<file path="config.mk">
export PLATFORM = sky130hd
export DESIGN_NAME = linear_diophantine_solver
export DESIGN_NICKNAME = d
export VERILOG_FILES = /design/src/rtl/lds_pkg.sv /design/src/rtl/lds_div.sv /design/src/rtl/lds_mul.sv /design/src/rtl/linear_diophantine_solver.sv
export SDC_FILE = /design/constraint.sdc
export NUM_CORES = 2
export LEC_CHECK = 0
export ABC_AREA = 1
export CAP_MARGIN = 20
export CELL_PAD_IN_SITES_DETAIL_PLACEMENT = 1
export CELL_PAD_IN_SITES_GLOBAL_PLACEMENT = 1
export CORE_MARGIN = 10
export CORE_UTILIZATION = 25
export DETAILED_ROUTE_END_ITERATION = 12
export DONT_BUFFER_PORTS = 1
export PLACE_DENSITY_LB_ADDON = 0.3
export SETUP_SLACK_MARGIN = 0.4
export SLEW_MARGIN = 20
export SYNTH_ARGS = -nofsm -noshare
export SYNTH_HDL_FRONTEND = slang
export SYNTH_SLANG_ARGS = --single-unit
</file>
<file path="constraint.sdc">
create_clock -name i_clk -period 14.6 [get_ports i_clk]
set_input_delay 2.19 -clock i_clk [delete_from_list [all_inputs] [get_ports i_clk]]
set_output_delay 2.19 -clock i_clk [all_outputs]
set_load 0.005 [all_outputs]
</file>
<file path="src/rtl/lds_pkg.sv">
package lds_pkg;

    // default operand width in bits
    localparam int DATA_WIDTH_DEF = 32;

    // field widths of the item formats
    localparam int FIELD_W  = 32;
    localparam int RESULT_W = 64;

    // input item: a*x + b*y = n
    typedef struct packed {
        logic signed [FIELD_W-1:0] coef_a;
        logic signed [FIELD_W-1:0] coef_b;
        logic signed [FIELD_W-1:0] target;
    } t_in;

    // result item
    typedef struct packed {
        logic                       solvable;
        logic signed [RESULT_W-1:0] sol_x;
        logic signed [RESULT_W-1:0] sol_y;
    } t_out;

endpackage

</file>
<file path="src/rtl/lds_div.sv">
module lds_div #(
    parameter int DATA_WIDTH = lds_pkg::DATA_WIDTH_DEF
) (
    input  logic                  i_clk,
    input  logic                  i_rst_n,
    input  logic                  i_start,
    input  logic [DATA_WIDTH-1:0] i_dividend,
    input  logic [DATA_WIDTH-1:0] i_divisor,
    output logic                  o_done,
    output logic [DATA_WIDTH-1:0] o_quo,
    output logic [DATA_WIDTH-1:0] o_rem
);

    localparam int W  = DATA_WIDTH;
    localparam int CW = $clog2(W);

    typedef enum logic [2:0] {
        D_IDLE  = 3'b001,
        D_ALIGN = 3'b010,
        D_SUB   = 3'b100
    } t_dstate;

    t_dstate       r_state;
    t_dstate       n_state;
    logic          r_done;
    logic [W-1:0]  r_rem;
    logic [W-1:0]  r_dvs;
    logic [W-1:0]  r_quo;
    logic [CW-1:0] r_cnt;
    logic          can_shift;
    logic          rem_ge;

    // divisor can move up one more place without passing the remainder
    assign can_shift = !r_dvs[W-1] && ({r_dvs, 1'b0} <= {1'b0, r_rem});
    assign rem_ge    = (r_rem >= r_dvs);

    // sequencer: align the divisor, then one quotient bit per cycle
    always_comb begin
        n_state = r_state;
        unique case (r_state)
            D_IDLE: begin
                if (i_start) n_state = D_ALIGN;
            end
            D_ALIGN: begin
                if (!can_shift) n_state = D_SUB;
            end
            D_SUB: begin
                if (r_cnt == '0) n_state = D_IDLE;
            end
            default: n_state = D_IDLE;
        endcase
    end

    always_ff @(posedge i_clk) begin
        if (!i_rst_n) begin
            r_state <= D_IDLE;
            r_done  <= 1'b0;
        end else begin
            r_state <= n_state;
            r_done  <= (r_state == D_SUB) && (r_cnt == '0);
        end
    end

    // shift-subtract datapath
    always_ff @(posedge i_clk) begin
        unique case (r_state)
            D_IDLE: begin
                if (i_start) begin
                    r_rem <= i_dividend;
                    r_dvs <= i_divisor;
                    r_quo <= '0;
                    r_cnt <= '0;
                end
            end
            D_ALIGN: begin
                if (can_shift) begin
                    r_dvs <= {r_dvs[W-2:0], 1'b0};
                    r_cnt <= r_cnt + 1'b1;
                end
            end
            D_SUB: begin
                if (rem_ge) r_rem <= r_rem - r_dvs;
                r_quo <= {r_quo[W-2:0], rem_ge};
                if (r_cnt != '0) begin
                    r_dvs <= {1'b0, r_dvs[W-1:1]};
                    r_cnt <= r_cnt - 1'b1;
                end
            end
            default: begin
                r_cnt <= '0;
            end
        endcase
    end

    assign o_done = r_done;
    assign o_quo  = r_quo;
    assign o_rem  = r_rem;

`ifndef SYNTHESIS
    // a new division only starts when the unit is free
    a_start_idle: assert property (@(posedge i_clk) disable iff (!i_rst_n)
        i_start |-> (r_state == D_IDLE))
        else $error("divider started while busy");

    // done is a single-cycle pulse
    a_done_pulse: assert property (@(posedge i_clk) disable iff (!i_rst_n)
        r_done |=> !r_done)
        else $error("divider done held longer than one cycle");

    // a finished division leaves a remainder below the divisor
    a_rem_below: assert property (@(posedge i_clk) disable iff (!i_rst_n)
        r_done |-> (r_rem < r_dvs))
        else $error("divider remainder not reduced");
`endif

endmodule

</file>
<file path="src/rtl/lds_mul.sv">
module lds_mul #(
    parameter int DATA_WIDTH = lds_pkg::DATA_WIDTH_DEF
) (
    input  logic                    i_clk,
    input  logic [DATA_WIDTH-1:0]   i_op_a,
    input  logic [DATA_WIDTH-1:0]   i_op_b,
    output logic [2*DATA_WIDTH-1:0] o_prod
);

    logic [2*DATA_WIDTH-1:0] r_prod;

    // unsigned magnitude product, registered
    always_ff @(posedge i_clk) begin
        r_prod <= (2*DATA_WIDTH)'(i_op_a) * (2*DATA_WIDTH)'(i_op_b);
    end

    assign o_prod = r_prod;

endmodule

</file>
<file path="src/rtl/linear_diophantine_solver.sv">
// Solves a*x + b*y = n for signed DATA_WIDTH-bit a, b and n (the low DATA_WIDTH bits of each
// field, two's complement) and returns one integer pair as exact 64-bit values, with solvable
// low and both values zero when no pair exists. One item is processed at a time: the input is
// not ready from acceptance until the result has been taken. The work runs through one shared
// shift-subtract divider and one registered multiplier: each extended Euclid step costs one
// division and a coefficient update through S_MS, S_MT and S_UPD, and the final scaling adds one
// division and the multiply states S_MX, S_MY and S_MD. No clearing pass is needed after reset.
module linear_diophantine_solver #(
    parameter int DATA_WIDTH = lds_pkg::DATA_WIDTH_DEF
) (
    input  logic          i_clk,
    input  logic          i_rst_n,
    input  logic          i_in_valid,
    output logic          o_in_ready,
    input  lds_pkg::t_in  i_in,
    output logic          o_out_valid,
    input  logic          i_out_ready,
    output lds_pkg::t_out o_out
);

    localparam int W  = DATA_WIDTH;
    localparam int RW = lds_pkg::RESULT_W;

    typedef enum logic [9:0] {
        S_IDLE  = 10'b00_0000_0001,
        S_SETUP = 10'b00_0000_0010,
        S_DIVW  = 10'b00_0000_0100,
        S_MS    = 10'b00_0000_1000,
        S_MT    = 10'b00_0001_0000,
        S_UPD   = 10'b00_0010_0000,
        S_MX    = 10'b00_0100_0000,
        S_MY    = 10'b00_1000_0000,
        S_MD    = 10'b01_0000_0000,
        S_OUT   = 10'b10_0000_0000
    } t_state;

    typedef enum logic [1:0] {
        MODE_SINGLE_X,
        MODE_SINGLE_Y,
        MODE_EUCLID,
        MODE_SCALE
    } t_mode;

    t_state         r_state;
    t_state         n_state;
    t_mode          r_mode;

    // operand signs and magnitudes
    logic           r_a_neg;
    logic           r_b_neg;
    logic           r_n_neg;
    logic [W-1:0]   r_a_mag;
    logic [W-1:0]   r_b_mag;
    logic [W-1:0]   r_n_mag;

    // euclid state: current divisor, last quotient/remainder, coefficient magnitudes
    logic [W-1:0]   r_lo;
    logic [W-1:0]   r_quo;
    logic [W-1:0]   r_rem;
    logic [W-1:0]   r_sm_prev;
    logic [W-1:0]   r_sm_cur;
    logic [W-1:0]   r_tm_prev;
    logic [W-1:0]   r_tm_cur;
    logic           r_par;
    logic [W-1:0]   r_k;

    // result register
    logic           r_ok;
    logic [RW-1:0]  r_x;
    logic [RW-1:0]  r_y;

    logic [W-1:0]   in_a;
    logic [W-1:0]   in_b;
    logic [W-1:0]   in_n;
    logic           a_zero;
    logic           b_zero;

    logic           div_start;
    logic [W-1:0]   div_dvd;
    logic [W-1:0]   div_dvs;
    logic           div_done;
    logic [W-1:0]   div_quo;
    logic [W-1:0]   div_rem;

    logic [W-1:0]   mul_a;
    logic [W-1:0]   mul_b;
    logic [2*W-1:0] mul_prod;

    logic [RW-1:0]  quo_ext;
    logic [RW-1:0]  prod_ext;
    logic           x_neg;
    logic           y_neg;
    logic           q_neg_x;
    logic           q_neg_y;

    // low bits of each field, two's complement
    assign in_a = i_in.coef_a[W-1:0];
    assign in_b = i_in.coef_b[W-1:0];
    assign in_n = i_in.target[W-1:0];

    assign a_zero = (r_a_mag == '0);
    assign b_zero = (r_b_mag == '0);

    // coefficient signs alternate with the remainder index
    assign x_neg   = ~r_par ^ r_n_neg ^ r_a_neg;
    assign y_neg   =  r_par ^ r_n_neg ^ r_b_neg;
    assign q_neg_x = r_n_neg ^ r_a_neg;
    assign q_neg_y = r_n_neg ^ r_b_neg;

    assign quo_ext  = RW'(div_quo);
    assign prod_ext = RW'(mul_prod);

    // divider operand selection
    always_comb begin
        div_start = 1'b0;
        div_dvd   = r_lo;
        div_dvs   = r_rem;
        unique case (r_state)
            S_SETUP: begin
                div_start = !(a_zero && b_zero);
                if (a_zero) begin
                    div_dvd = r_n_mag;
                    div_dvs = r_b_mag;
                end else if (b_zero) begin
                    div_dvd = r_n_mag;
                    div_dvs = r_a_mag;
                end else begin
                    div_dvd = r_b_mag;
                    div_dvs = r_a_mag;
                end
            end
            S_DIVW: begin
                div_start = div_done && (r_mode == MODE_EUCLID) && (div_rem == '0);
                div_dvd   = r_n_mag;
                div_dvs   = r_lo;
            end
            S_UPD: begin
                div_start = 1'b1;
            end
            default: begin
                div_start = 1'b0;
            end
        endcase
    end

    // multiplier operand selection
    always_comb begin
        unique case (r_state)
            S_MS: begin
                mul_a = r_quo;
                mul_b = r_sm_cur;
            end
            S_MT: begin
                mul_a = r_quo;
                mul_b = r_tm_cur;
            end
            S_MX: begin
                mul_a = r_sm_cur;
                mul_b = r_k;
            end
            S_MY: begin
                mul_a = r_tm_cur;
                mul_b = r_k;
            end
            default: begin
                mul_a = '0;
                mul_b = '0;
            end
        endcase
    end

    // sequencer
    always_comb begin
        n_state = r_state;
        unique case (r_state)
            S_IDLE: begin
                if (i_in_valid) n_state = S_SETUP;
            end
            S_SETUP: begin
                n_state = (a_zero && b_zero) ? S_OUT : S_DIVW;
            end
            S_DIVW: begin
                if (div_done) begin
                    unique case (r_mode) inside
                        MODE_SINGLE_X, MODE_SINGLE_Y: n_state = S_OUT;
                        MODE_EUCLID: n_state = (div_rem == '0) ? S_DIVW : S_MS;
                        MODE_SCALE:  n_state = (div_rem == '0) ? S_MX : S_OUT;
                        default:     n_state = S_OUT;
                    endcase
                end
            end
            S_MS:  n_state = S_MT;
            S_MT:  n_state = S_UPD;
            S_UPD: n_state = S_DIVW;
            S_MX:  n_state = S_MY;
            S_MY:  n_state = S_MD;
            S_MD:  n_state = S_OUT;
            S_OUT: begin
                if (i_out_ready) n_state = S_IDLE;
            end
            default: n_state = S_IDLE;
        endcase
    end

    always_ff @(posedge i_clk) begin
        if (!i_rst_n) begin
            r_state <= S_IDLE;
        end else begin
            r_state <= n_state;
        end
    end

    // datapath registers
    always_ff @(posedge i_clk) begin
        unique case (r_state)
            S_IDLE: begin
                if (i_in_valid) begin
                    r_a_neg <= in_a[W-1];
                    r_b_neg <= in_b[W-1];
                    r_n_neg <= in_n[W-1];
                    r_a_mag <= in_a[W-1] ? (~in_a + 1'b1) : in_a;
                    r_b_mag <= in_b[W-1] ? (~in_b + 1'b1) : in_b;
                    r_n_mag <= in_n[W-1] ? (~in_n + 1'b1) : in_n;
                end
            end
            S_SETUP: begin
                r_ok      <= a_zero && b_zero && (r_n_mag == '0);
                r_x       <= '0;
                r_y       <= '0;
                r_lo      <= r_a_mag;
                r_sm_prev <= '0;
                r_sm_cur  <= W'(1);
                r_tm_prev <= W'(1);
                r_tm_cur  <= '0;
                r_par     <= 1'b1;
                if (a_zero) begin
                    r_mode <= MODE_SINGLE_Y;
                end else if (b_zero) begin
                    r_mode <= MODE_SINGLE_X;
                end else begin
                    r_mode <= MODE_EUCLID;
                end
            end
            S_DIVW: begin
                if (div_done) begin
                    unique case (r_mode)
                        MODE_SINGLE_X: begin
                            if (div_rem == '0) begin
                                r_ok <= 1'b1;
                                r_x  <= q_neg_x ? (RW'(0) - quo_ext) : quo_ext;
                            end
                        end
                        MODE_SINGLE_Y: begin
                            if (div_rem == '0) begin
                                r_ok <= 1'b1;
                                r_y  <= q_neg_y ? (RW'(0) - quo_ext) : quo_ext;
                            end
                        end
                        MODE_EUCLID: begin
                            if (div_rem == '0) begin
                                r_mode <= MODE_SCALE;
                            end else begin
                                r_quo <= div_quo;
                                r_rem <= div_rem;
                            end
                        end
                        MODE_SCALE: begin
                            r_k <= div_quo;
                        end
                        default: begin
                            r_ok <= 1'b0;
                        end
                    endcase
                end
            end
            S_MT: begin
                r_sm_prev <= r_sm_cur;
                r_sm_cur  <= r_sm_prev + mul_prod[W-1:0];
            end
            S_UPD: begin
                r_tm_prev <= r_tm_cur;
                r_tm_cur  <= r_tm_prev + mul_prod[W-1:0];
                r_lo      <= r_rem;
                r_par     <= ~r_par;
            end
            S_MY: begin
                r_x <= x_neg ? (RW'(0) - prod_ext) : prod_ext;
            end
            S_MD: begin
                r_y  <= y_neg ? (RW'(0) - prod_ext) : prod_ext;
                r_ok <= 1'b1;
            end
            default: begin
                r_k <= r_k;
            end
        endcase
    end

    lds_div #(
        .DATA_WIDTH (DATA_WIDTH)
    ) u_div (
        .i_clk      (i_clk),
        .i_rst_n    (i_rst_n),
        .i_start    (div_start),
        .i_dividend (div_dvd),
        .i_divisor  (div_dvs),
        .o_done     (div_done),
        .o_quo      (div_quo),
        .o_rem      (div_rem)
    );

    lds_mul #(
        .DATA_WIDTH (DATA_WIDTH)
    ) u_mul (
        .i_clk  (i_clk),
        .i_op_a (mul_a),
        .i_op_b (mul_b),
        .o_prod (mul_prod)
    );

    // handshake and result
    assign o_in_ready     = (r_state == S_IDLE);
    assign o_out_valid    = (r_state == S_OUT);
    assign o_out.solvable = r_ok;
    assign o_out.sol_x    = r_x;
    assign o_out.sol_y    = r_y;

`ifndef SYNTHESIS
    // input and output sides are never open in the same cycle
    a_one_item: assert property (@(posedge i_clk) disable iff (!i_rst_n)
        !(o_in_ready && o_out_valid))
        else $error("input ready while a result is pending");

    // an unsolvable item reports zero values
    a_zero_fail: assert property (@(posedge i_clk) disable iff (!i_rst_n)
        (o_out_valid && !o_out.solvable) |-> (r_x == '0 && r_y == '0))
        else $error("nonzero values on an unsolvable item");

    // the next euclid divisor is never zero
    a_lo_nonzero: assert property (@(posedge i_clk) disable iff (!i_rst_n)
        (r_state == S_UPD) |-> (r_rem != '0))
        else $error("euclid step with zero divisor");
`endif

endmodule

</file>
==> insert_results.sql <==
INSERT INTO impl_metrics (metric_group, metric, value, unit) VALUES
('timing', 'minimum_setup_slack_in_the_final_design', '4.123', 'ns'),
('detailed_routing', 'vias', '64820', ''),
('worst_setup_path', 'cp.arrival', '11.05', 'ns'),
('clocking', 'postCtsHoldBufs', '0', ''),
('timing', 'slew_violations', '0', ''),
('cells_and_area', 'area_delta_synth_final', '10.23', '%'),
('worst_setup_path', 'worst-path-max-fanout', '35', ''),
('yosys', 'synth_seq_area_share', '25.42', '%'),
('grt', 'grt_pass1_wl', '487400', 'um'),
('yosys', 'synth_largest_area_cell', 'fa_1', ''),
('cells_and_area', 'fin_nets', '10830', ''),
('power_and_ir_drop', 'irDropWorstVdd', '96.40', 'uV'),
('clocking', 'clkTransAtPathRegs', '0.06', 'ns'),
('yosys', 'synth_enable_flop_cells', '588', ''),
('placement', 'dp.final_hpwl', '262800', 'um'),
('worst_setup_path', 'max_stage_delay', '0.65', 'ns'),
('detailed_routing', 'avg_vias_per_cell', '4.819', ''),
('timing', 'rsz_0062_raised_after_global_routing', 'no', ''),
('power_and_ir_drop', 'leakagePower', '0.04256', 'uW'),
('yosys', 'synthesis.area_per_instance', '7.894', 'um^2'),
('detailed_routing', 'detail_route.wl_per_cell', '24.63', 'um'),
('worst_setup_path', 'crit_path_top_delay_cell', 'buf_4', ''),
('yosys', 'synth_ff_type', 'edfxtp_1', ''),
('detailed_routing', 'postRouteAntennaNets', '0', ''),
('clocking', 'cts.sink_count', '666', ''),
('detailed_routing', 'detail_route.wirelength', '331300', 'um'),
('timing', 'max_slew.worst_pin.slew', '1.084', 'ns'),
('placement', 'place.port_buffers', '0', ''),
('timing', 'timing.fmax', '95.45', 'MHz'),
('grt', 'grt_pass1_vias', '70480', ''),
('yosys', 'post_synth_instance_area', '75620', 'um^2'),
('placement', 'post-place-ws', '4.375', 'ns'),
('power_and_ir_drop', 'fin_total_pwr', '5876', 'uW'),
('worst_setup_path', 'cpLargestDelayFamily', 'adder cells', ''),
('timing', 'setup_tns', '0', 'ns'),
('clocking', 'cts.htree.levels', '3', ''),
('worst_setup_path', 'crit_path_start_kind', 'register', ''),
('grt', 'grt_max_degree', '79', ''),
('yosys', 'postSynth.asyncResetShare', '0', '%'),
('yosys', 'synthTopCellsByArea', 'fa_1 (24%), edfxtp_1 (23%), nand2_1 (12%), inv_1 (11%), ha_1 (6.6%)', ''),
('yosys', 'synthesis.instances', '9579', ''),
('worst_setup_path', 'crit_required', '15.18', 'ns'),
('yosys', 'synth.lib_cells_used.distinct', '51', ''),
('clocking', 'cts.path.max_buffers', '3', ''),
('floorplan', 'io_pins', '231', ''),
('detailed_routing', 'drc_errors', '0', ''),
('floorplan', 'core_region_area', '300500', 'um^2'),
('power_and_ir_drop', 'pwr_density_cell', '70.49', 'nW/um^2'),
('timing', 'timing.final.crit_share', '71.76', '%'),
('placement', 'rd_place_congestion', '0.9197', ''),
('grt', 'antenna_violations_before_repair', '11', ''),
('timing', 'final-setup-viol-count', '0', ''),
('clocking', 'ctsResizeCount', '0', ''),
('worst_setup_path', 'timing.setup.critical_path_class', 'reg2reg', ''),
('timing', 'post-route-min-period', '10.48', 'ns'),
('worst_setup_path', 'path_common_cell', 'fa_1', ''),
('timing', 'worst_clock_skew', '0.05738', 'ns'),
('floorplan', 'initial_utilization', '25.16', '%'),
('run_status', 'run_status', 'completed', ''),
('clocking', 'tritoncts', 'done', ''),
('min_path', 'hold_class', 'reg2reg', ''),
('placement', 'place_area', '80730', 'um^2'),
('floorplan', 'die_w', '570.0', 'um'),
('clocking', 'cts_buffers', '79', ''),
('detailed_routing', 'iteration_count_of_the_initial_detailed_routing_pass', '7', ''),
('detailed_routing', 'drtIter0Drc', '5036', ''),
('yosys', 'syn_nets', '10980', ''),
('timing', 'report.final.hold_viol_count', '0', ''),
('cells_and_area', 'postLayoutCellArea', '83350', 'um^2'),
('worst_setup_path', 'cp.buffers_inverters', '10', ''),
('grt', 'global_route.overflow_total', '0', ''),
('cells_and_area', 'final_layout_size_suffix_gt1_share', '3.983', '%'),
('clocking', 'cts-root-buf', 'clkbuf_16', ''),
('yosys', 'ys.warnings.count', '0', ''),
('yosys', 'post_synthesis_register_bit_count', '666', ''),
('clocking', 'clk_latency', '0.72', 'ns'),
('timing', 'slew-limit-headroom', '27.65', '%'),
('yosys', 'synthDominantCellAreaShare', '23.83', '%'),
('grt', 'grtUsageTotal', '20.04', '%'),
('floorplan', 'die_height', '570.0', 'um'),
('clocking', 'cts.repair_timing.setup_buffer_count', '0', ''),
('floorplan', 'dieArea', '324900', 'um^2'),
('job', 'drv.max_cap_violation_count', '0', ''),
('worst_setup_path', 'crit_path_end_kind', 'register', ''),
('floorplan', 'rows', '201', '');
[report_power, final]
part	switching [uW]	internal (uW)
combinational	947	308
sequential	189	2360
clock	916	1160
[cell type report]
class | count | area [um^2]
timing repair buffer | 123 | 923.4
clock buffer | 97 | 2097
multi-input combinational | 6322 | 47240
inverter | 2237 | 8398
antenna | 2 | 5.005
clock inverter | 46 | 518.0
sequential | 666 | 19220
tap | 3958 | 4952
fill | 35950 | 217200
[cell usage in the layout (no fill, tap or decap), types with 9 or more instances in the layout]
master      instances
nor2_1            697
a21oi_1           418
buf_4             123
edfxtp_1          588
nand3_1           309
o21bai_1           58
clkinv_1           10
o22ai_1            31
clkinv_2           11
o221ai_4           64
inv_1            2211
clkbuf_1           15
o211ai_1           43
nor3_1             58
or2_2              12
xor2_1            159
dfxtp_1            78
nand2_1          2448
nor4_1             32
o21ai_0           415
xnor2_1            39
o21a_1             44
inv_2              23
ha_1              396
clkbuf_16          81
clkinvlp_4          9
fa_1              900
a21o_1             20
nand3b_1           10
nand4_1            87
a31oi_1            14
[logic make-up after synthesis]
logic type | count (synthesis) | synth area share [%]
buffers and inverters | 2591 | 13.30
DFF | 666 | 25.42
AOI/OAI and AO/OA | 1125 | 8.945
adders and majority gates | 1296 | 30.38
xor gates and xnor gates | 201 | 2.348
and+or+nand+nor | 3700 | 19.62
[final timing paths]
| path | end | start | slack (ns) | cells past startpoint |
|---|---|---|---|---|
| max | u_mul.o_prod[36]$_DFF_P_ | r_state[8]$_SDFFE_PN0P_ | 4.12 | 34 |
| min | r_quo[1]$_DFFE_PP_ | u_div.o_quo[1]$_SDFFCE_PN0P_ | 0.51 | 0 |
| max reg2reg | u_mul.o_prod[36]$_DFF_P_ | r_state[8]$_SDFFE_PN0P_ | 4.12 | 34 |
| min reg2reg | r_quo[1]$_DFFE_PP_ | u_div.o_quo[1]$_SDFFCE_PN0P_ | 0.51 | 0 |
[synthesized netlist by cell type (all sizes together), types with 5 or more instances]
cell type	n
fa	900
dfxtp	78
ha	396
or2	13
nor2	711
o211ai	43
o21ai	418
clkbuf	120
and3	7
a31oi	14
nand2	2455
o22ai	31
a21o	20
o221ai	65
and2	5
o21bai	58
buf	234
xor2	161
edfxtp	588
o21a	44
nand3	312
nand3b	10
a21boi	7
nand4	87
nor3	62
inv	2236
a21oi	418
nor4	34
xnor2	40
[worst register-to-register path, delay by kind of cell (launching register included)]
kind	cells	cell delay (ns)
fa+ha+maj	9	4.56
simple gates	14	2.44
compound gates	1	0.47
buf+inv	10	2.44
flops	1	0.44
[routing by layer]
metal,vias up,share of wire [%],global-route usage (%)
met4,0,2.6,4.666
met3,348,5.8,2.686
met2,1825,46,33.03
met1,33620,46,27.84
li1,29030,-,-
met5,-,0,0
[stage by stage]
| stage | hold WS, ns | std cells | utilization (%) |
|---|---|---|---|
| floorplan | 0.4264 | 9579 | - |
| global placement | 0.4827 | 13310 | 26.86 |
| finish | 0.5065 | 13450 | 27.74 |
| CTS | 0.5135 | 13450 | 27.73 |
| global route | 0.5322 | 13450 | 27.73 |
| detailed placement | 0.4872 | 13310 | 26.86 |
No activity file was read; power rests on OpenSTA's default activity.
